===== config.mk =====
export PLATFORM = sky130hd
export DESIGN_NAME = nmea_gga_position_parser
export DESIGN_NICKNAME = d
export VERILOG_FILES = /design/src/hdl/nggp_pkg.sv /design/src/hdl/nggp_fifo.sv /design/src/hdl/nggp_div.sv /design/src/hdl/nggp_front.sv /design/src/hdl/nggp_back.sv /design/src/hdl/nmea_gga_position_parser.sv
export SDC_FILE = /design/constraint.sdc
export NUM_CORES = 2
export LEC_CHECK = 0
export BUFFER_PORTS_ARGS = -buffer_cell sky130_fd_sc_hd__buf_2
export CELL_PAD_IN_SITES_DETAIL_PLACEMENT = 2
export CELL_PAD_IN_SITES_GLOBAL_PLACEMENT = 2
export CORE_MARGIN = 2
export CORE_UTILIZATION = 48
export CTS_CLUSTER_SIZE = 14
export DETAILED_ROUTE_END_ITERATION = 8
export GPL_TIMING_DRIVEN = 0
export HOLD_SLACK_MARGIN = 0.08
export PLACE_DENSITY_LB_ADDON = 0.12
export SKIP_CTS_REPAIR_TIMING = 1
export SLEW_MARGIN = 20
export SYNTH_ARGS = -nofsm -noshare
export SYNTH_HDL_FRONTEND = slang
export SYNTH_SLANG_ARGS = --single-unit

===== constraint.sdc =====
create_clock -name clk_i -period 26.3 [get_ports clk_i]
set_input_delay 0 -clock clk_i [delete_from_list [all_inputs] [get_ports clk_i]]
set_output_delay 0 -clock clk_i [all_outputs]
set_load 0.005 [all_outputs]

===== src/hdl/nggp_pkg.sv =====
// package for the gga position parser: constants, codes, item types
// no dependencies
package nggp_pkg;

  localparam int LINE_CHARS  = 128;
  localparam int FIELD_CHARS = 24;
  localparam int FRAC_DIGITS = 4;
  localparam int QDEPTH      = 2;

  localparam logic [6:0] LINE_LAST  = 7'(LINE_CHARS - 1);
  localparam logic [4:0] FIELD_LAST = 5'(FIELD_CHARS - 1);

  localparam logic [3:0] HDR_DONE = 4'd6;
  localparam logic [3:0] HDR_NUL  = 4'd7;
  localparam logic [3:0] HDR_FAIL = 4'd15;

  localparam logic [2:0] ST_OK        = 3'd0;
  localparam logic [2:0] ST_NOT_GGA   = 3'd1;
  localparam logic [2:0] ST_FEW_FIELD = 3'd2;
  localparam logic [2:0] ST_BAD_LAT   = 3'd3;
  localparam logic [2:0] ST_BAD_LON   = 3'd4;

  localparam logic [6:0] DIV_DEG = 7'd100;
  localparam logic [6:0] DIV_3   = 7'd3;

  // reciprocals: x/100 = (x*MAGIC_100)>>37, x/3 = (x*MAGIC_3)>>33, exact for 32-bit x
  localparam logic [31:0] MAGIC_100 = 32'h51EB851F;
  localparam logic [31:0] MAGIC_3   = 32'hAAAAAAAB;

  typedef struct packed {
    logic [31:0] whole;
    logic [13:0] frac;
    logic [5:0]  marks;
  } coord_t;

  typedef struct packed {
    logic [31:0] whole;
    logic [13:0] frac;
    logic        ok;
    logic        neg;
  } conv_t;

  typedef struct packed {
    logic  hdr_ok;
    logic  fields_ok;
    conv_t lat;
    conv_t lon;
  } job_t;

  function automatic logic [7:0] hdr_char(input logic [2:0] idx);
    logic [7:0] r;
    case (idx)
      3'd0:    r = "$";
      3'd1:    r = "G";
      3'd2:    r = "N";
      3'd3:    r = "G";
      3'd4:    r = "G";
      3'd5:    r = "A";
      default: r = 8'd0;
    endcase
    return r;
  endfunction

endpackage


===== src/hdl/nggp_fifo.sv =====
// short queue of parsed lines between front and back
// depends on nggp_pkg
module nggp_fifo (
  input  logic          clk_i,
  input  logic          rst_ni,
  input  logic          wr_i,
  input  nggp_pkg::job_t wdata_i,
  output logic          full_o,
  input  logic          rd_i,
  output nggp_pkg::job_t rdata_o,
  output logic          empty_o
);
  import nggp_pkg::*;

  localparam int PW = $clog2(QDEPTH);

  job_t         mem_q [QDEPTH];
  logic [PW-1:0] wp_q, rp_q;
  logic [PW:0]   cnt_q;

  assign full_o  = (cnt_q == (PW+1)'(QDEPTH));
  assign empty_o = (cnt_q == '0);
  assign rdata_o = mem_q[rp_q];

  always_ff @(posedge clk_i) begin
    if (wr_i && !full_o) mem_q[wp_q] <= wdata_i;
  end

  always_ff @(posedge clk_i or negedge rst_ni) begin
    if (!rst_ni) begin
      wp_q  <= '0;
      rp_q  <= '0;
      cnt_q <= '0;
    end else begin
      if (wr_i && !full_o) wp_q <= (wp_q == PW'(QDEPTH - 1)) ? '0 : wp_q + 1'b1;
      if (rd_i && !empty_o) rp_q <= (rp_q == PW'(QDEPTH - 1)) ? '0 : rp_q + 1'b1;
      case ({wr_i && !full_o, rd_i && !empty_o})
        2'b10:   cnt_q <= cnt_q + 1'b1;
        2'b01:   cnt_q <= cnt_q - 1'b1;
        default: cnt_q <= cnt_q;
      endcase
    end
  end
endmodule


===== src/hdl/nggp_div.sv =====
// unsigned divide by 100 or by 3 through reciprocal multiplication with a registered product
// depends on nggp_pkg
module nggp_div (
  input  logic        clk_i,
  input  logic        rst_ni,
  input  logic        start_i,
  input  logic [31:0] dividend_i,
  input  logic [6:0]  divisor_i,
  output logic        done_o,
  output logic [31:0] quot_o,
  output logic [6:0]  rem_o
);
  import nggp_pkg::*;

  logic [31:0] x_q;
  logic [6:0]  dvs_q;
  logic        by3_q;
  logic [63:0] prod_q;
  logic        mul_q, done_q;
  logic [31:0] magic;
  logic [31:0] back;

  assign magic  = by3_q ? MAGIC_3 : MAGIC_100;
  assign quot_o = by3_q ? {1'b0, prod_q[63:33]} : {5'd0, prod_q[63:37]};
  assign back   = 32'(quot_o * {25'd0, dvs_q});
  assign rem_o  = 7'(x_q - back);
  assign done_o = done_q;

  always_ff @(posedge clk_i) begin
    if (start_i) begin
      x_q   <= dividend_i;
      dvs_q <= divisor_i;
      by3_q <= (divisor_i == DIV_3);
    end
    if (mul_q) prod_q <= 64'(x_q) * 64'(magic);
  end

  always_ff @(posedge clk_i or negedge rst_ni) begin
    if (!rst_ni) begin
      mul_q  <= 1'b0;
      done_q <= 1'b0;
    end else begin
      mul_q  <= start_i;
      done_q <= mul_q && !start_i;
    end
  end
endmodule


===== src/hdl/nggp_front.sv =====
// front end: line framing, header match, field split, digit accumulation
// depends on nggp_pkg
module nggp_front (
  input  logic           clk_i,
  input  logic           rst_ni,
  input  logic           accept_i,
  input  logic [7:0]     rx_byte_i,
  output logic           job_wr_o,
  output nggp_pkg::job_t job_o
);
  import nggp_pkg::*;

  logic       in_line_q, in_line_d;
  logic [6:0] len_q, len_d;
  logic [3:0] hdr_q, hdr_d;
  logic [2:0] fnum_q, fnum_d;
  logic [4:0] flen_q, flen_d;
  coord_t     lat_q, lat_d, lon_q, lon_d;
  logic [7:0] lath_q, lath_d, lonh_q, lonh_d;
  logic       line_end;

  function automatic logic [13:0] frac_weight(input logic [1:0] cnt);
    logic [13:0] w;
    case (cnt)
      2'd0:    w = 14'd1000;
      2'd1:    w = 14'd100;
      2'd2:    w = 14'd10;
      default: w = 14'd1;
    endcase
    return w;
  endfunction

  function automatic coord_t coord_step(input coord_t cur, input logic [7:0] c);
    coord_t     r;
    logic       digit;
    logic [3:0] d;
    logic [2:0] cnt;
    r     = cur;
    digit = (c >= "0") && (c <= "9");
    d     = 4'(c - "0");
    r.marks[0] = 1'b1;
    if (!r.marks[2]) begin
      if (!r.marks[1]) begin
        if (c == ".") r.marks[1] = 1'b1;
        else if (digit) r.whole = {r.whole[28:0], 3'b0} + {r.whole[30:0], 1'b0}
                                  + {28'd0, d};
        else r.marks[2] = 1'b1;
      end else begin
        cnt = r.marks[5:3];
        if (cnt < 3'(FRAC_DIGITS) && cnt < 3'd4) begin
          if (digit) begin
            r.frac = r.frac + 14'(d * frac_weight(cnt[1:0]));
            cnt    = cnt + 1'b1;
          end else begin
            cnt = 3'(FRAC_DIGITS);
          end
          r.marks[5:3] = cnt;
        end
      end
    end
    return r;
  endfunction

  function automatic logic hemi_neg(input logic [7:0] h);
    return (h == "S") || (h == "s") || (h == "W") || (h == "w");
  endfunction

  always_comb begin
    in_line_d = in_line_q;
    len_d     = len_q;
    hdr_d     = hdr_q;
    fnum_d    = fnum_q;
    flen_d    = flen_q;
    lat_d     = lat_q;
    lon_d     = lon_q;
    lath_d    = lath_q;
    lonh_d    = lonh_q;
    line_end  = 1'b0;
    if (accept_i) begin
      if (!in_line_q) begin
        if (rx_byte_i == "$") begin
          in_line_d = 1'b1;
          len_d     = 7'd1;
          hdr_d     = 4'd1;
          fnum_d    = '0;
          flen_d    = '0;
          lat_d     = '0;
          lon_d     = '0;
          lath_d    = '0;
          lonh_d    = '0;
        end
      end else begin
        if (hdr_q < HDR_DONE) begin
          hdr_d = ((len_q == {3'd0, hdr_q}) && ((rx_byte_i == hdr_char(hdr_q[2:0])) ||
                   (hdr_q == 4'd2 && rx_byte_i == "P"))) ? hdr_q + 1'b1 : HDR_FAIL;
        end else if (hdr_q == HDR_DONE) begin
          if (rx_byte_i == 8'd0) begin
            hdr_d = HDR_NUL;
          end else if (rx_byte_i == ",") begin
            if (fnum_q < 3'd6) fnum_d = fnum_q + 1'b1;
            flen_d = '0;
          end else if (flen_q < FIELD_LAST) begin
            case (fnum_q)
              3'd2:    lat_d = coord_step(lat_q, rx_byte_i);
              3'd3:    if (flen_q == '0) lath_d = rx_byte_i;
              3'd4:    lon_d = coord_step(lon_q, rx_byte_i);
              3'd5:    if (flen_q == '0) lonh_d = rx_byte_i;
              default: ;
            endcase
            flen_d = flen_q + 1'b1;
          end
        end
        len_d = len_q + 1'b1;
        if (rx_byte_i == 8'h0d || rx_byte_i == 8'h0a || len_d >= LINE_LAST) begin
          line_end  = 1'b1;
          in_line_d = 1'b0;
        end
      end
    end
  end

  assign job_wr_o         = line_end;
  assign job_o.hdr_ok     = (hdr_d == HDR_DONE) || (hdr_d == HDR_NUL);
  assign job_o.fields_ok  = (fnum_d >= 3'd5);
  assign job_o.lat.whole  = lat_d.whole;
  assign job_o.lat.frac   = lat_d.frac;
  assign job_o.lat.ok     = lat_d.marks[0] && !lat_d.marks[2];
  assign job_o.lat.neg    = hemi_neg(lath_d);
  assign job_o.lon.whole  = lon_d.whole;
  assign job_o.lon.frac   = lon_d.frac;
  assign job_o.lon.ok     = lon_d.marks[0] && !lon_d.marks[2];
  assign job_o.lon.neg    = hemi_neg(lonh_d);

  always_ff @(posedge clk_i) begin
    len_q  <= len_d;
    hdr_q  <= hdr_d;
    fnum_q <= fnum_d;
    flen_q <= flen_d;
    lat_q  <= lat_d;
    lon_q  <= lon_d;
    lath_q <= lath_d;
    lonh_q <= lonh_d;
  end

  always_ff @(posedge clk_i or negedge rst_ni) begin
    if (!rst_ni) in_line_q <= 1'b0;
    else         in_line_q <= in_line_d;
  end
endmodule


===== src/hdl/nggp_back.sv =====
// back end: status decision and ddmm.mmmm to microdegree conversion
// depends on nggp_pkg and nggp_div
module nggp_back (
  input  logic           clk_i,
  input  logic           rst_ni,
  input  logic           job_empty_i,
  input  nggp_pkg::job_t job_i,
  output logic           job_rd_o,
  output logic           empty_o,
  input  logic           pop_i,
  output logic [2:0]     status_o,
  output logic [31:0]    lat_micro_o,
  output logic [31:0]    lon_micro_o
);
  import nggp_pkg::*;

  typedef enum logic [2:0] {
    S_IDLE, S_CHK, S_DEG, S_MUL, S_S3, S_D3, S_EMIT
  } state_e;

  state_e      state_q;
  job_t        job_q;
  logic        coord_q, dneg_q;
  logic [2:0]  st_q;
  logic [31:0] deg_q, num_q, prod_q, latres_q;
  logic [31:0] v_fin_hold_q;
  logic [7:0]  mn_q;
  logic        oval_q;
  logic [2:0]  ost_q;
  logic [31:0] olat_q, olon_q;

  logic        div_start, div_done, div_neg;
  logic [31:0] div_dvd, div_quot;
  logic [6:0]  div_dvs, div_rem;
  conv_t       cur;
  logic [31:0] q_signed, v_pos, v_fin, num_nxt;
  logic        load_out;

  assign cur      = coord_q ? job_q.lon : job_q.lat;
  assign q_signed = dneg_q ? 32'd0 - div_quot : div_quot;
  assign v_pos    = prod_q + q_signed;
  assign v_fin    = cur.neg ? 32'd0 - v_pos : v_pos;
  assign num_nxt  = 32'($signed(mn_q) * 32'sd50000) + 32'({18'd0, cur.frac} * 32'd5);
  assign load_out = (state_q == S_EMIT) && (!oval_q || pop_i);

  always_comb begin
    div_start = 1'b0;
    div_dvd   = '0;
    div_dvs   = DIV_DEG;
    div_neg   = 1'b0;
    case (state_q)
      S_CHK: begin
        div_start = job_q.hdr_ok && job_q.fields_ok && job_q.lat.ok;
        div_dvd   = job_q.lat.whole[31] ? 32'd0 - job_q.lat.whole : job_q.lat.whole;
        div_neg   = job_q.lat.whole[31];
      end
      S_D3: begin
        div_start = div_done && !coord_q && job_q.lon.ok;
        div_dvd   = job_q.lon.whole[31] ? 32'd0 - job_q.lon.whole : job_q.lon.whole;
        div_neg   = job_q.lon.whole[31];
      end
      S_S3: begin
        div_start = 1'b1;
        div_dvd   = num_q[31] ? 32'd0 - num_q : num_q;
        div_dvs   = DIV_3;
        div_neg   = num_q[31];
      end
      default: ;
    endcase
  end

  nggp_div u_div (
    .clk_i      (clk_i),
    .rst_ni     (rst_ni),
    .start_i    (div_start),
    .dividend_i (div_dvd),
    .divisor_i  (div_dvs),
    .done_o     (div_done),
    .quot_o     (div_quot),
    .rem_o      (div_rem)
  );

  assign job_rd_o    = (state_q == S_IDLE) && !job_empty_i;
  assign empty_o     = !oval_q;
  assign status_o    = ost_q;
  assign lat_micro_o = olat_q;
  assign lon_micro_o = olon_q;

  always_ff @(posedge clk_i) begin
    if (job_rd_o) job_q <= job_i;
    if (div_start) dneg_q <= div_neg;
    case (state_q)
      S_DEG: if (div_done) begin
        deg_q <= q_signed;
        mn_q  <= dneg_q ? 8'd0 - {1'b0, div_rem} : {1'b0, div_rem};
      end
      S_MUL: begin
        num_q  <= num_nxt;
        prod_q <= 32'(deg_q * 32'd1000000);
      end
      // latitude kept, longitude held until the output slot frees
      S_D3: if (div_done) begin
        if (!coord_q) latres_q <= v_fin;
        else          v_fin_hold_q <= v_fin;
      end
      default: ;
    endcase
    if (load_out) begin
      ost_q  <= st_q;
      olat_q <= (st_q == ST_OK) ? latres_q : '0;
      olon_q <= (st_q == ST_OK) ? v_fin_hold_q : '0;
    end
  end

  always_ff @(posedge clk_i or negedge rst_ni) begin
    if (!rst_ni) begin
      state_q <= S_IDLE;
      coord_q <= 1'b0;
      st_q    <= ST_OK;
      oval_q  <= 1'b0;
    end else begin
      if (load_out)        oval_q <= 1'b1;
      else if (pop_i)      oval_q <= 1'b0;
      case (state_q)
        S_IDLE: if (!job_empty_i) begin
          state_q <= S_CHK;
          coord_q <= 1'b0;
        end
        S_CHK: begin
          if (!job_q.hdr_ok) begin
            st_q    <= ST_NOT_GGA;
            state_q <= S_EMIT;
          end else if (!job_q.fields_ok) begin
            st_q    <= ST_FEW_FIELD;
            state_q <= S_EMIT;
          end else if (!job_q.lat.ok) begin
            st_q    <= ST_BAD_LAT;
            state_q <= S_EMIT;
          end else begin
            state_q <= S_DEG;
          end
        end
        S_DEG:   if (div_done) state_q <= S_MUL;
        S_MUL:   state_q <= S_S3;
        S_S3:    state_q <= S_D3;
        S_D3: if (div_done) begin
          if (coord_q) begin
            st_q    <= ST_OK;
            state_q <= S_EMIT;
          end else if (!job_q.lon.ok) begin
            st_q    <= ST_BAD_LON;
            state_q <= S_EMIT;
          end else begin
            coord_q <= 1'b1;
            state_q <= S_DEG;
          end
        end
        S_EMIT:  if (load_out) state_q <= S_IDLE;
        default: state_q <= S_IDLE;
      endcase
    end
  end
endmodule


===== src/hdl/nmea_gga_position_parser.sv =====
// top level of the gga position parser: front end, line queue, back end
// depends on nggp_pkg, nggp_front, nggp_fifo, nggp_back
// takes one receiver byte per accepted item and, on each byte that closes a
// line ('$' opens it; CR, LF or the 127th character closes it), delivers one
// item with a status and latitude/longitude in microdegrees. the front end
// takes a byte every cycle; a finished line goes into a two-deep queue and
// full rises only while that queue is full, then holds off every byte. the
// back end divides by 100 and by 3 through reciprocal multiplication; each
// coordinate steps through S_DEG, S_MUL, S_S3 and S_D3 on its way from the
// queue to the result slot, and a line failing on header, field count or
// latitude goes from S_CHK to S_EMIT, one failing on longitude after the
// latitude steps. a result that is not popped holds the back end in its last
// step, so input stalls only once two lines are already waiting behind it.
module nmea_gga_position_parser (
  input  logic        clk_i,
  input  logic        rst_ni,
  input  logic        push,
  output logic        full,
  input  logic [7:0]  rx_byte_i,
  output logic        empty,
  input  logic        pop,
  output logic [2:0]  status_o,
  output logic [31:0] lat_micro_o,
  output logic [31:0] lon_micro_o
);
  import nggp_pkg::*;

  logic accept;
  logic job_wr, job_rd, job_empty;
  job_t job_in, job_out;

  // a byte is taken whenever the queue has room for a possible line end
  assign accept = push && !full;

  nggp_front u_front (
    .clk_i     (clk_i),
    .rst_ni    (rst_ni),
    .accept_i  (accept),
    .rx_byte_i (rx_byte_i),
    .job_wr_o  (job_wr),
    .job_o     (job_in)
  );

  nggp_fifo u_fifo (
    .clk_i   (clk_i),
    .rst_ni  (rst_ni),
    .wr_i    (job_wr),
    .wdata_i (job_in),
    .full_o  (full),
    .rd_i    (job_rd),
    .rdata_o (job_out),
    .empty_o (job_empty)
  );

  nggp_back u_back (
    .clk_i       (clk_i),
    .rst_ni      (rst_ni),
    .job_empty_i (job_empty),
    .job_i       (job_out),
    .job_rd_o    (job_rd),
    .empty_o     (empty),
    .pop_i       (pop),
    .status_o    (status_o),
    .lat_micro_o (lat_micro_o),
    .lon_micro_o (lon_micro_o)
  );
endmodule


# After elaboration in Yosys (flattened, before gate mapping)

Memory sizes are Yosys's and may differ from the RTL's. A register that Yosys moved wholly into a read port is not among the register bits.
Cells that the tools add are included.

$lt $le $gt $ge: 9
Div/mod/pow operators: 0
Add/sub/neg operators: 26
Multiplexer cells: 161
Eq/ne operators: 63
Bitwise operators: 1
Multiply operators: 7
Reductions and logical operators: 59
Shift operators: 0

Operators by type and width:

| kind                   | count |
|---|---|
| $mux 52                | 18 |
| $mux 32                | 12 |
| $mux 14                | 26 |
| $mux 8                 | 23 |
| $sub 1x32->32 const A  | 4 |
| $mux 51                | 2 |
| $add 32x32->32         | 3 |
| $pmux 32 s3            | 1 |
| $mux 3                 | 25 |
| $eq 8x7->1 const B     | 9 |
| $mux 17                | 4 |
| $add 32x4->32          | 2 |
| $mul 32x32->64         | 1 |
| $pmux 10 s3            | 2 |
| $mux 5                 | 7 |
| $add 32x17->32         | 1 |
| $mul 32x14->26 const B | 1 |
| $ne 2x2->1 const B     | 16 |
| $sub 1x31->32 const A  | 1 |
| $mul 31x7->7           | 1 |
| $mux 31                | 1 |
| $add 14x14->14         | 2 |
| $mul 4x14->14          | 2 |
| $mux 4                 | 7 |
| 60 further kinds       | 155 |

Memory bits (read-only): 0
Input bits: 12
Bits in latches: 0
Memory bits (writable): 196
Word-level logic and storage cells: 368
Output and inout port bits: 69
Memories: 1
Register bits: 488

Memories:

| name         | words | bits a word | rd ports | clocked after Yosys merged registers in | wr ports | RTL line        | text |
|---|---|---|---|---|---|---|---|
| u_fifo.mem_q | 2     | 98          | 1        | 1                                       | 1        | nggp_fifo.sv:17 | `job_t mem_q [QDEPTH];` |

# Depth between registers and ports, before layout

Depth after elaboration: 30
Mapped depth: 37
Depth with buffers taken out: 31

# By module

From an unflattened synthesis, not the netlist that was laid out.

Cell total of the unflattened synthesis: 6476
Area total of the unflattened synthesis: 68927.4 um^2

Modules (own cells, without submodules):

| module                   | sequential area each (um^2) | times used | cells each | area an instance (um^2) |
|---|---|---|---|---|
| nggp_div                 | 2182.1                      | 1          | 2700       | 26868.3 |
| nggp_back                | 9869.5                      | 1          | 1914       | 21906.0 |
| nggp_front               | 2927.8                      | 1          | 1538       | 12844.8 |
| nggp_fifo                | 5985.7                      | 1          | 323        | 7294.5 |
| nmea_gga_position_parser | 0.0                         | 1          | 1          | 13.8 |

# Worst setup path after synthesis

No wires, ideal clock.

Kind: register to register
Start point: reg u_back.state_q[0]
End point: reg u_fifo.cnt_q[1]
Library setup time: 0.079 ns
Period minus slack after synthesis: 11.955 ns
Setup slack: 14.345 ns
Data required time: 26.221 ns
Stages on the path, launching flop included: 7
Path buffers: 2
Arrival: 11.875 ns
Cells stage by stage: dfrtp_1 clkbuf_1 clkbuf_1 nor4_1 ha_1 nor2_1 xor2_1

Word-level cells in the longest chain between the ends: 5
Elaborated cells between the ends (all ways): 7
Those cells by class: eq/ne (2); mux (1); reduce/logical (4)

RTL lines:

| element                                         | RTL line                       | text |
|---|---|---|
| from (decl)                                     | nggp_back.sv:21                | `state_e state_q;` |
| from (signal assigned)                          | nggp_back.sv:117               | `state_q <= S_IDLE;` |
| from (signal assigned)                          | nggp_back.sv:126               | `state_q <= S_CHK;` |
| from (signal assigned)                          | nggp_back.sv:132               | `state_q <= S_EMIT;` |
| $logic_not 3->1 *                               | nggp_back.sv:83                | `assign job_rd_o = (state_q == S_IDLE) && !job_empty_i;` |
| $logic_and 1x1->1 *                             | nggp_back.sv:83                |  |
| via job_rd                                      | nmea_gga_position_parser.sv:29 | `logic job_wr, job_rd, job_empty;` |
| $logic_and 1x1->1 *                             | nggp_fifo.sv:37                | `case ({wr_i && !full_o, rd_i && !empty_o})` |
| $eq 2x1->1 or $eq 2x2->1 (tied branches)        | nggp_fifo.sv:37                |  |
| $pmux 2 s2 or $reduce_bool 2->1 (tied branches) | --                             |  |
| to (signal assigned)                            | nggp_fifo.sv:38                | `2'b10: cnt_q <= cnt_q + 1'b1;` |
| to (signal assigned)                            | nggp_fifo.sv:39                | `2'b01: cnt_q <= cnt_q - 1'b1;` |
| to (signal assigned)                            | nggp_fifo.sv:40                | `default: cnt_q <= cnt_q;` |
| to (decl)                                       | nggp_fifo.sv:19                | `logic [PW:0] cnt_q;` |

The timed path passes the listed nets; every way through them passes the cells marked *.
A chain may end at the register's enable or synchronous reset.

==> summary.txt <==
Synth
  • Mux cell area share after synthesis: 2.540%
  • Most used DFF post-synth: edfxtp_1
  • Area contributors post-synth: edfxtp_1, fa_1, ha_1
  • Largest family of logic cells by synthesized area: adder cells
  • Asr flop ratio synth: 2.046%
  • Number of synthesized flops with an enable pin: 603
  • Post-Synth XOR/XNOR Area: 5.453%
  • Yosys warns: 0
  • Sequential cell area fraction in the yosys report: 30.78%
  • #FFs+latches synth: 733
  • Fraction of the mapped netlist area in simple logic gates: 9.120%
  • Cell taking the most area after synthesis: edfxtp_1
  • Cell Area, Synth: 67530 µm²
  • Yosys top cell area share: 26.81%
  • Adder-cell share of the synthesized area: 36.28%
  • Distinct cells, synth: 101
  • Post-Syn Area per Cell: 10.66 µm²
  • Syn Inst Count: 6335
  • Compound-gate portion of the synthesized area: 7.762%

Worst setup path
  • CP max stage delay: 980 ps
  • Crit start category: flop
  • Cells on worst reg2reg path: 34
  • Worst reg2reg path endpoint: u_back.u_div.prod_q[63]
  • Worst path arrival time: 15640 ps
  • CP max-delay cell: a221oi_1
  • Worst r2r src: u_back.u_div.dvs_q[1]
  • CP endpoint kind: flop
  • Reg2reg setup slack: 11060 ps
  • Max FO, Critical Path: 10
  • WP data required: 26700 ps
  • WS Path Type: flop to flop
  • Top cell by count, worst path: fa_1

Timing
  • Final Worst Setup Slack: 11060 ps
  • Endpoints failing hold: 0
  • RSZ-0062 raised after global routing: no
  • Slew headroom: 11.70%
  • Setup TNS: 0 ps
  • Clk_skew: 86.58 ps
  • Fmax: 65.63 MHz
  • Final Critical Period: 15240 ps
  • Setup violators final: 0
  • Slew of the pin with the lowest slew margin: 1325 ps
  • Worst hold slack: 88.06 ps
  • Final period utilization: 57.94%
  • Max Slew Vio Count: 0

Hold path
  • HP Class: input pin to flop
  • Hold Path Depth: 4
  • Hold path startpoint: rx_byte_i[5]
  • Worst hold endpoint: u_front.lon_q[4]

Drt
  • Wire per inst: 29.58 µm
  • Drt total wl: 252.2 mm
  • Via density per instance: 5.805
  • Via count: 49498
  • Drt first pass iters: 5
  • Initial DRC Count: 3335
  • DRC viols: 0
  • Post-DRT Antenna Nets: 0

Final layout
  • Share of layout cells above drive strength 1: 6.511%
  • Most frequent cells in the layout: inv_1, ha_1, fa_1
  • Commonest non-fill, non-tap cell in the layout: inv_1
  • NumNets Final: 8097
  • Layout-stage area growth over the synthesis result: 9.468%

Clock tree
  • CTS tree: yes
  • Worst skew pair latency: 740 ps
  • Clock sinks: 733
  • Cts bufs inserted: 86
  • Clk slew on worst S/H paths: 70 ps
  • CTS root buf: clkbuf_16
  • H-tree depth: 3
  • Maximum clock path buffer count: 3

Status
  • Status: finished clean

Place
  • Hpwl dp: 200.2 mm
  • Dpl ws: 11750 ps
  • Port-buffer cells: 77
  • Routability cong.: 0.9552

Die
  • Die Ht: 379.1 µm
  • FP Rows: 137
  • Io pins: 81
  • Die span in x: 379.1 µm
  • Die area: 143700 µm²
  • Initial Utilization: 48.40%
  • Core box area: 139500 µm²

GRT
  • Vias in the first global route: 57927
  • Initial antenna violation count: 5
  • First-pass GRT wire length: 378.1 mm
  • Total grt overflow: 0
  • Global Route Usage Sum: 35.61%
  • Largest net degree at the start of global routing: 65

Run
  • Max-Cap Viols: 0
[sequential cells by signal, indices dropped and copies added (netlist names), 4 cells and up]
register,count
u_back.lon_micro_o,32
u_back.num_q,32
u_front.len_q,7
u_front.lon_q,52
u_front.flen_q,5
u_back.deg_q,26
u_back.mn_q,8
u_front.lat_q,52
u_fifo.mem_q,196
u_front.lonh_q,6
u_back.v_fin_hold_q,32
u_front.lath_q,6
u_back.u_div.x_q,32
u_back.u_div.prod_q,31
u_front.hdr_q,4
u_back.lat_micro_o,32
u_back.prod_q,26
u_back.job_q,98
u_back.latres_q,32
[worst max-delay path by stage]
stage / startpoint / to / slack, ps / cells past startpoint
CTS: u_back.u_div.dvs_q[1] / u_back.u_div.prod_q[63] / 11570 / 34
floorplan: u_back.state_q[0] / u_fifo.cnt_q[1] / 14350 / 6
detailed placement: u_back.u_div.dvs_q[1] / u_back.u_div.prod_q[59] / 11750 / 34
global placement: u_back.state_q[0] / u_fifo.cnt_q[1] / 9820 / 6
global route: u_back.u_div.dvs_q[1] / u_back.u_div.prod_q[63] / 11020 / 34
finish: u_back.u_div.dvs_q[1] / u_back.u_div.prod_q[63] / 11060 / 34
[worst max-delay path, delay by kind of cell (launching register included)]
family	cells	cell delay, ps
XOR/XNOR	1	90
adder cells (fa/ha/maj)	9	4670
flip-flops	1	680
buffers and inverters	13	5010
AO/OA/AOI/OAI	6	2610
AND/OR/NAND/NOR	5	1800
[cell usage after synthesis (38+ instances only)]
cell type,instances
nor2b_1,56
fa_1,750
o31ai_1,38
a21oi_1,190
dfxtp_1,115
mux2i_1,38
inv_1,1232
ha_1,758
edfxtp_1,603
clkbuf_1,172
nand2b_1,43
nor3_1,62
xnor2_1,265
nand3_1,144
and2_1,105
xor2_1,151
nand2_1,422
nor2_1,207
o21ai_0,277
mux2_2,116
a21o_1,82
[cells by family after synthesis]
family,Yosys count
and+or+nand+nor,1240
buffers and inverters,1440
other,2
DFF,733
adders and majority gates,1508
xor gates and xnor gates,418
muxes,156
AOI/OAI and AO/OA,838
[layer usage]
metal / up-vias / part of all wire [%] / track usage [%]
met3: 666 / 4.0 / 4.196
met1: 26055 / 39 / 41.88
met5: - / 0.022 / 0
met2: 1449 / 51 / 63.91
met4: 6 / 5.8 / 17.99
li1: 21322 / - / -
[per-stage QoR]
stage               util [%]  instances  area, µm²
floorplan                  -       6369      67650
global placement       50.45       8322      70390
detailed placement     50.80       8355      70880
CTS                    52.90       8516      73810
global route           52.98       8526      73920
finish                 52.98       8527      73920
[cell type report]
cell class              count  area, µm²
fillers                 14161      65610
multi-input cells        4196      41490
flip-flops and latches    733      20790
inverters                1235       4636
clock buffers             121       2364
well taps                1876       2347
repair buffers            120      919.6
plain buffers             205      807.0
clock inverters            40      566.8
diodes                      1      2.502
Power is not shown: default switching activity piles up to over one toggle a cycle in this logic, so the estimate is an artifact.
